==> config.mk <==
export PLATFORM = sky130hd
export DESIGN_NAME = retransmit_timeout_table
export DESIGN_NICKNAME = d
export VERILOG_FILES = /design/src/sv/rtt_pkg.sv /design/src/sv/rtt_cell.sv /design/src/sv/retransmit_timeout_table.sv
export SDC_FILE = /design/constraint.sdc
export NUM_CORES = 2
export LEC_CHECK = 0
export BUFFER_PORTS_ARGS = -buffer_cell sky130_fd_sc_hd__buf_2
export CELL_PAD_IN_SITES_DETAIL_PLACEMENT = 1
export CELL_PAD_IN_SITES_GLOBAL_PLACEMENT = 1
export CORE_ASPECT_RATIO = 0.75
export CORE_MARGIN = 2
export CORE_UTILIZATION = 47
export DETAILED_ROUTE_END_ITERATION = 8
export GPL_TIMING_DRIVEN = 0
export PLACE_DENSITY_LB_ADDON = 0.15
export SYNTH_ARGS = -nofsm -noshare
export SYNTH_HDL_FRONTEND = slang
export SYNTH_HIERARCHICAL = 1
export SYNTH_SLANG_ARGS = --single-unit
export TNS_END_PERCENT = 20
==> constraint.sdc <==
create_clock -name clk -period 10.1 [get_ports clk]
set_input_delay 1.01 -clock clk [delete_from_list [all_inputs] [get_ports clk]]
set_output_delay 1.01 -clock clk [all_outputs]
set_load 0.02 [all_outputs]
==> src/sv/rtt_pkg.sv <==
// shared types, sizes and codes for the retransmit timeout table
package rtt_pkg;

	localparam int ENTRIES   = 16;
	localparam int SEQ_BITS  = 16;
	localparam int TIME_BITS = 32;
	localparam int CNT_BITS  = $clog2(ENTRIES + 1);

	localparam logic [1:0] OP_RECORD = 2'd0;
	localparam logic [1:0] OP_ACK    = 2'd1;
	localparam logic [1:0] OP_POLL   = 2'd2;

	localparam logic [2:0] ST_ADDED    = 3'd0;
	localparam logic [2:0] ST_DUP      = 3'd1;
	localparam logic [2:0] ST_FULL     = 3'd2;
	localparam logic [2:0] ST_REMOVED  = 3'd3;
	localparam logic [2:0] ST_NOTFOUND = 3'd4;
	localparam logic [2:0] ST_TIMEOUT  = 3'd5;
	localparam logic [2:0] ST_NONE     = 3'd6;

	typedef struct packed {
		logic [1:0]           operation;
		logic [SEQ_BITS-1:0]  seq_number;
		logic [TIME_BITS-1:0] now;
	} req_t;

	typedef struct packed {
		logic [2:0]          status;
		logic [SEQ_BITS-1:0] resend_seq;
		logic [CNT_BITS-1:0] outstanding;
	} rsp_t;

	// broadcast from the controller to every cell
	typedef struct packed {
		logic                 load;
		logic [1:0]           op;
		logic [SEQ_BITS-1:0]  seq;
		logic [TIME_BITS-1:0] now;
		logic [TIME_BITS-1:0] timeout;
		logic                 append_en;
		logic                 shift_en;
		logic                 restamp_en;
	} cmd_t;

	typedef struct packed {
		logic                 valid;
		logic [SEQ_BITS-1:0]  seq;
		logic [TIME_BITS-1:0] stamp;
	} entry_t;

	// priority chain running from the oldest cell toward the newest
	typedef struct packed {
		logic                hit;
		logic [SEQ_BITS-1:0] seq;
	} chain_t;

endpackage

==> src/sv/rtt_cell.sv <==
// one table slot: holds an entry, compares it and hands it to its neighbor
module rtt_cell (
	input  logic            clk,
	input  logic            arst_n,
	input  rtt_pkg::cmd_t   cmd,
	input  logic            prev_valid,
	input  rtt_pkg::chain_t chain_in,
	input  rtt_pkg::entry_t from_next,
	output rtt_pkg::entry_t entry,
	output rtt_pkg::chain_t chain_out,
	output logic            hit_here
);

	logic                          valid_q;
	logic [rtt_pkg::SEQ_BITS-1:0]  seq_q;
	logic [rtt_pkg::TIME_BITS-1:0] stamp_q;
	logic                          match_q;
	logic                          expired_q;
	logic [rtt_pkg::TIME_BITS-1:0] elapsed;
	logic                          flag;
	logic                          append;
	logic                          shift;
	logic                          restamp;

	assign elapsed = cmd.now - stamp_q;

	always_comb begin
		case (cmd.op)
			rtt_pkg::OP_RECORD: flag = match_q;
			rtt_pkg::OP_ACK:    flag = match_q;
			rtt_pkg::OP_POLL:   flag = expired_q;
			default:            flag = 1'b0;
		endcase
	end

	assign hit_here      = flag & ~chain_in.hit;
	assign chain_out.hit = chain_in.hit | flag;
	assign chain_out.seq = chain_in.hit ? chain_in.seq : seq_q;

	assign append  = cmd.append_en & ~valid_q & prev_valid;
	assign shift   = cmd.shift_en & chain_out.hit;
	assign restamp = cmd.restamp_en & hit_here;

	always_ff @(posedge clk or negedge arst_n) begin
		if (!arst_n) begin
			valid_q   <= 1'b0;
			match_q   <= 1'b0;
			expired_q <= 1'b0;
		end else begin
			if (cmd.load) begin
				match_q   <= valid_q && (seq_q == cmd.seq);
				expired_q <= valid_q && (elapsed > cmd.timeout);
			end
			if (shift) begin
				valid_q <= from_next.valid;
			end else if (append) begin
				valid_q <= 1'b1;
			end
		end
	end

	always_ff @(posedge clk) begin
		if (shift) begin
			seq_q   <= from_next.seq;
			stamp_q <= from_next.stamp;
		end else if (append) begin
			seq_q   <= cmd.seq;
			stamp_q <= cmd.now;
		end else if (restamp) begin
			stamp_q <= cmd.now;
		end
	end

	assign entry.valid = valid_q;
	assign entry.seq   = seq_q;
	assign entry.stamp = stamp_q;

endmodule

==> src/sv/retransmit_timeout_table.sv <==
// Each transaction runs in two steps: in the accept cycle every cell compares its entry with
// the sequence number and the elapsed time at once and registers the result; in the
// second step a priority chain through all ENTRIES cells picks the oldest hit and the
// cells append, shift down or restamp once the output can take the response. A new
// transaction is accepted in the cycle after that; the compare and the priority chain are
// split into two steps, and the input is stalled while a transaction is in the second.
// The result register holds a finished response while the output is stalled, and the next
// request is still taken meanwhile; its second step then waits until that response leaves.
module retransmit_timeout_table (
	input  logic                          clk,
	input  logic                          arst_n,
	input  logic                          timeout_we,
	input  logic [rtt_pkg::TIME_BITS-1:0] timeout_ticks,
	input  logic                          req_valid,
	output logic                          req_stall,
	input  rtt_pkg::req_t                 req,
	output logic                          rsp_valid,
	input  logic                          rsp_stall,
	output rtt_pkg::rsp_t                 rsp
);

	logic [rtt_pkg::TIME_BITS-1:0] timeout_q;
	logic                          busy_q;
	logic [1:0]                    op_s1;
	logic [rtt_pkg::SEQ_BITS-1:0]  seq_s1;
	logic [rtt_pkg::TIME_BITS-1:0] now_s1;
	logic [rtt_pkg::CNT_BITS-1:0]  count_q;
	logic                          rsp_valid_q;
	rtt_pkg::rsp_t                 rsp_q;

	logic                          accept;
	logic                          fire;
	logic                          full;
	rtt_pkg::cmd_t                 cmd;
	rtt_pkg::rsp_t                 rsp_next;
	logic [rtt_pkg::CNT_BITS-1:0]  count_next;

	rtt_pkg::entry_t               entries   [rtt_pkg::ENTRIES];
	rtt_pkg::chain_t               chain     [rtt_pkg::ENTRIES+1];
	logic [rtt_pkg::ENTRIES-1:0]   hit_vec;
	logic [rtt_pkg::ENTRIES-1:0]   valid_vec;

	assign accept    = req_valid & ~busy_q;
	assign req_stall = busy_q;
	assign fire      = busy_q & (~rsp_valid_q | ~rsp_stall);
	assign full      = (count_q == rtt_pkg::CNT_BITS'(rtt_pkg::ENTRIES));

	assign chain[0].hit = 1'b0;
	assign chain[0].seq = '0;

	always_comb begin
		cmd.load       = accept;
		cmd.op         = op_s1;
		cmd.seq        = busy_q ? seq_s1 : req.seq_number;
		cmd.now        = busy_q ? now_s1 : req.now;
		cmd.timeout    = timeout_q;
		cmd.append_en  = fire && (op_s1 == rtt_pkg::OP_RECORD) && !chain[rtt_pkg::ENTRIES].hit;
		cmd.shift_en   = fire && (op_s1 == rtt_pkg::OP_ACK);
		cmd.restamp_en = fire && (op_s1 == rtt_pkg::OP_POLL);
	end

	for (genvar k = 0; k < rtt_pkg::ENTRIES; k++) begin : g_cell
		logic            prev_valid;
		rtt_pkg::entry_t from_next;

		if (k == 0) begin : g_first
			assign prev_valid = 1'b1;
		end else begin : g_rest
			assign prev_valid = entries[k-1].valid;
		end

		if (k == rtt_pkg::ENTRIES - 1) begin : g_last
			assign from_next = '0;
		end else begin : g_mid
			assign from_next = entries[k+1];
		end

		rtt_cell u_cell (
			.clk       (clk),
			.arst_n    (arst_n),
			.cmd       (cmd),
			.prev_valid(prev_valid),
			.chain_in  (chain[k]),
			.from_next (from_next),
			.entry     (entries[k]),
			.chain_out (chain[k+1]),
			.hit_here  (hit_vec[k])
		);

		assign valid_vec[k] = entries[k].valid;
	end

	always_comb begin
		rsp_next.status      = rtt_pkg::ST_NONE;
		rsp_next.resend_seq  = '0;
		count_next           = count_q;
		case (op_s1)
			rtt_pkg::OP_RECORD: begin
				if (chain[rtt_pkg::ENTRIES].hit) begin
					rsp_next.status = rtt_pkg::ST_DUP;
				end else if (full) begin
					rsp_next.status = rtt_pkg::ST_FULL;
				end else begin
					rsp_next.status = rtt_pkg::ST_ADDED;
					count_next      = count_q + 1'b1;
				end
			end
			rtt_pkg::OP_ACK: begin
				if (chain[rtt_pkg::ENTRIES].hit) begin
					rsp_next.status = rtt_pkg::ST_REMOVED;
					count_next      = count_q - 1'b1;
				end else begin
					rsp_next.status = rtt_pkg::ST_NOTFOUND;
				end
			end
			rtt_pkg::OP_POLL: begin
				if (chain[rtt_pkg::ENTRIES].hit) begin
					rsp_next.status     = rtt_pkg::ST_TIMEOUT;
					rsp_next.resend_seq = chain[rtt_pkg::ENTRIES].seq;
				end
			end
			default: begin
				rsp_next.status = rtt_pkg::ST_NONE;
			end
		endcase
		rsp_next.outstanding = count_next;
	end

	always_ff @(posedge clk or negedge arst_n) begin
		if (!arst_n) begin
			timeout_q   <= rtt_pkg::TIME_BITS'(1);
			busy_q      <= 1'b0;
			count_q     <= '0;
			rsp_valid_q <= 1'b0;
		end else begin
			if (timeout_we) begin
				timeout_q <= timeout_ticks;
			end
			if (accept) begin
				busy_q <= 1'b1;
			end else if (fire) begin
				busy_q <= 1'b0;
			end
			if (fire) begin
				count_q     <= count_next;
				rsp_valid_q <= 1'b1;
			end else if (rsp_valid_q && !rsp_stall) begin
				rsp_valid_q <= 1'b0;
			end
		end
	end

	always_ff @(posedge clk) begin
		if (accept) begin
			op_s1  <= req.operation;
			seq_s1 <= req.seq_number;
			now_s1 <= req.now;
		end
		if (fire) begin
			rsp_q <= rsp_next;
		end
	end

	assign rsp_valid = rsp_valid_q;
	assign rsp       = rsp_q;

`ifndef SYNTHESIS
	a_count_range: assert property (@(posedge clk) disable iff (!arst_n)
		count_q <= rtt_pkg::CNT_BITS'(rtt_pkg::ENTRIES))
		else $error("entry count beyond table size");

	a_count_valid: assert property (@(posedge clk) disable iff (!arst_n)
		$countones(valid_vec) == 32'(count_q))
		else $error("entry count disagrees with valid cells");

	a_single_hit: assert property (@(posedge clk) disable iff (!arst_n)
		busy_q |-> $onehot0(hit_vec))
		else $error("more than one cell selected");

	a_rsp_after_busy: assert property (@(posedge clk) disable iff (!arst_n)
		$rose(rsp_valid_q) |-> $past(busy_q))
		else $error("response without a transaction in progress");
`endif

endmodule

==> flow_summary.yaml <==
run_status:
  outcome: "complete, but fails checks"
  failed_checks: "capacitance limit, slew limit"
floorplan:
  fp.coreArea_sq_um: 186000
  pin_count: 113
  start_util_pct: 47.3
  dieArea_sq_um: 190000
  row_count: 137
  die_width_um: 503
  die_h_um: 378
global_route:
  grt_pass1_vias: 73900
  grt_pass1_wl_um: 485000
  antenna_found_initial: 12
  grt_max_degree: 69
  grt.overflow.total: 0
  grtUsageTotal_pct: 34.2
logic_synthesis:
  netlist_top_cells_count: "inv_1, mux2_2, ha_1"
  synth_area_leaders: "edfxtp_1, ha_1, mux2_2, inv_1, xor2_1"
  avgSynthCellArea_sq_um: 9.71
  synth.most_common_cell: "inv_1"
  syn_area_sq_um: 87800
  ys_ff_latch: 929
  synthFlopType: "edfxtp_1"
  ys_seq_area_share_pct: 31.3
  synth_cell_types: 112
  synth-async-reset-ratio_pct: 9.36
  yosysTopAreaCell: "edfxtp_1"
  postSynthCellCount: 9048
  synth.top_cell.area_share_pct: 28.8
  yosysWarnings: 6
  synth-edff-count: 842
setup_path:
  start_kind: "flop"
  cp_slowest_cell: "a21o_2"
  r2r_end: "g_cell[13].u_cell/stamp_q[22]"
  r2r-start: "op_s1[1]"
  cp-startpoint: "op_s1[1]"
  worstPathArrival_ns: 10.00
  r2r_slack_ns: 0.49
  critPathMaxFanout: 16
  ff2ff_path_depth: 41
  max_stage_delay_ns: 0.49
  cp_data_required_time_ns: 10.49
  cp-end-kind: "flop"
  crit_path_frequent_cell: "nand2b_1"
  crit_end: "g_cell[13].u_cell/stamp_q[22]"
  path_class: "reg -> reg"
timing:
  maxSlewHeadroom_pct: -2.27
  hold_violations: 0
  finalCritPeriodShare_pct: 95.1
  layout_min_cycle_time_ns: 9.61
  setup_violations: 0
  whs_ns: 0.0987
  slew_viol_final: 33
  fmax_ghz: 0.104
  worst_pin_slew_ns: 1.53
  skew_ns: 0.0488
  setup_slack_ns: 0.492
drt:
  wl_met2_um: 143000
  wl_met1_um: 152000
  drt_first_iter_violations: 6680
  wl_met3_um: 26100
  ant_nets: 0
  first_pass_iters: 5
  highest_layer: "met5"
  drcViolationCount: 0
  dr_total_vias: 73900
  wl_per_cell_um: 28.1
  drt-total-wl_um: 338000
  viasPerCell: 6.14
clock_network:
  cts_inserted_buffers: 103
  clock_sinks: 929
  cts_tree: "yes"
  cts-root-buf: "clkbuf_16"
  insertion_delay_ns: 0.77
  cts_hold_buf: 0
  htree_levels: 3
  path_clk_slew_ns: 0.06
  clockBufferDepth: 3
pwr:
  power_density_nw_per_um2: 312
  p_leak_nw: 42.8
  peakVddDrop_v: 0.000466
placed_design:
  portBuffers: 111
  place_ws_ns: -2.95
  routabilityCongestion: 0.917
  hpwl_um: 246000
cells_and_area:
  fin_nets: 10500
  area_growth_pct: 10.9
  fillers: 21000
  drive_gt1_share_pct: 20.1
run:
  cap_viol_max_count: 2
worst_hold_path:
  hold_path.class: "in -> async"
==> where the power goes <==
| part | switching (mW) | internal (mW) | leakage, nW | total [mW] |
|---|---|---|---|---|
| clock | 1.74 | 2.37 | 1.74 | 4.11 |
| combinational | 12.1 | 8.31 | 32.4 | 20.4 |
| sequential | 0.613 | 5.24 | 8.69 | 5.85 |
| total | 14.5 | 15.9 | 42.8 | 30.4 |
==> kinds of logic after synthesis <==
| logic type | count (synthesis) | share of synthesized area (%) |
|---|---|---|
| mux | 1106 | 14.2 |
| xor+xnor | 737 | 7.35 |
| fa+ha+maj | 1026 | 14.8 |
| other cells | 2 | 0.00855 |
| compound gates | 2092 | 15.9 |
| buf+inv | 1433 | 6.51 |
| simple gates | 1723 | 10.0 |
| flops | 929 | 31.3 |
==> critical path, delay by kind of cell (launching register included) <==
family,cells,cell delay (ns)
compound gates,3,0.99
buf+inv,17,3.68
flops,1,0.39
simple gates,21,4.17
==> registers in the layout (all words and copies together), names as in the netlist <==
name                     flops
g_cell.u_cell/match_q       16
seq_s1                      16
rsp_valid                    1
count_q                      5
op_s1                        2
g_cell.u_cell/expired_q     16
g_cell.u_cell/valid_q       16
now_s1                      32
g_cell.u_cell/stamp_q      512
timeout_q                   32
rsp                         24
req_stall                    1
g_cell.u_cell/seq_q        256
==> layer usage <==
| layer | track usage, % | vias up |
|---|---|---|
| met5 | 0 | - |
| li1 | - | 33500 |
| met3 | 5.29 | 557 |
| met1 | 48.8 | 37100 |
| met2 | 51.2 | 2702 |
| met4 | 14.5 | 8 |
==> metrics by stage <==
stage               instance area (sq um)  TNS [ns]  util [%]  power [mW]  instances
finish                              97400         0      52.4        30.4      12000
global route                        97400    -12.76      52.4        32.4      12000
CTS                                 96800         0      52.1        29.9      12000
detailed placement                  92900  -1937.06      50.0        25.6      11800
global placement                    91800  -2530.65      49.4        24.5      11700
floorplan                           88100         0         -        19.7       9114
==> final cells by class <==
class	instances	area, sq um	area share (%)
Antenna cell	8	20.0	0.0206
Multi-Input combinational cell	6763	55400	56.9
Buffer	277	1400	1.43
Inverter	1156	4340	4.46
Sequential cell	929	27500	28.2
Tap cell	2502	3130	3.21
Clock buffer	118	2660	2.73
Clock inverter	76	943	0.969
Timing Repair Buffer	200	1990	2.04
==> repair_timing <==
item / in CTS / in global routing
gates cloned: 5 / 6
endpoints found under the hold margin: 0 / 0
setup buffers: 7 / 34
pin swaps: 1 / 16
gates resized for setup: 58 / 19
setup endpoints to repair: 956 / 850
==> layout by cell type, fill, tap and decap left out, types with 23 or more instances in the layout <==
cell type / n
dfrtp_1: 55
o21ai_0: 272
and3_1: 55
conb_1: 68
dfrtp_2: 31
a21o_2: 43
nor2b_1: 82
o21bai_1: 49
buf_12: 46
a211oi_1: 54
buf_2: 200
o21ai_1: 69
a21oi_2: 28
nor3_1: 101
a21boi_1: 24
nor4_1: 72
buf_4: 58
nand3_1: 125
a2111oi_0: 23
a21o_1: 349
buf_1: 32
or3_1: 36
clkbuf_1: 107
xor2_1: 408
a31oi_1: 67
and2_1: 40
nand2b_1: 107
o211ai_1: 81
xnor2_1: 329
ha_1: 1010
nor2_1: 315
a21oi_1: 649
clkbuf_16: 104
o22ai_1: 27
mux2_2: 1077
edfxtp_1: 842
nand4_1: 213
inv_1: 1155
nand2_1: 461
o21a_1: 72
==> how the worst min path moves through the flow <==
stage                                    startpoint                        end  slack (ns)  cells past startpoint
final                                        arst_n                 count_q[0]         0.1                      1
after global routing                         arst_n                 count_q[0]        0.07                      1
after CTS                                    arst_n                 count_q[0]        0.05                      1
after detailed placement  g_cell[12].u_cell/match_q  g_cell[12].u_cell/match_q        0.50                      2
after global placement    g_cell[13].u_cell/match_q  g_cell[13].u_cell/match_q        0.49                      2
after floorplan           g_cell[12].u_cell/match_q  g_cell[12].u_cell/match_q        0.47                      2
(Power assumes the default switching activity.)
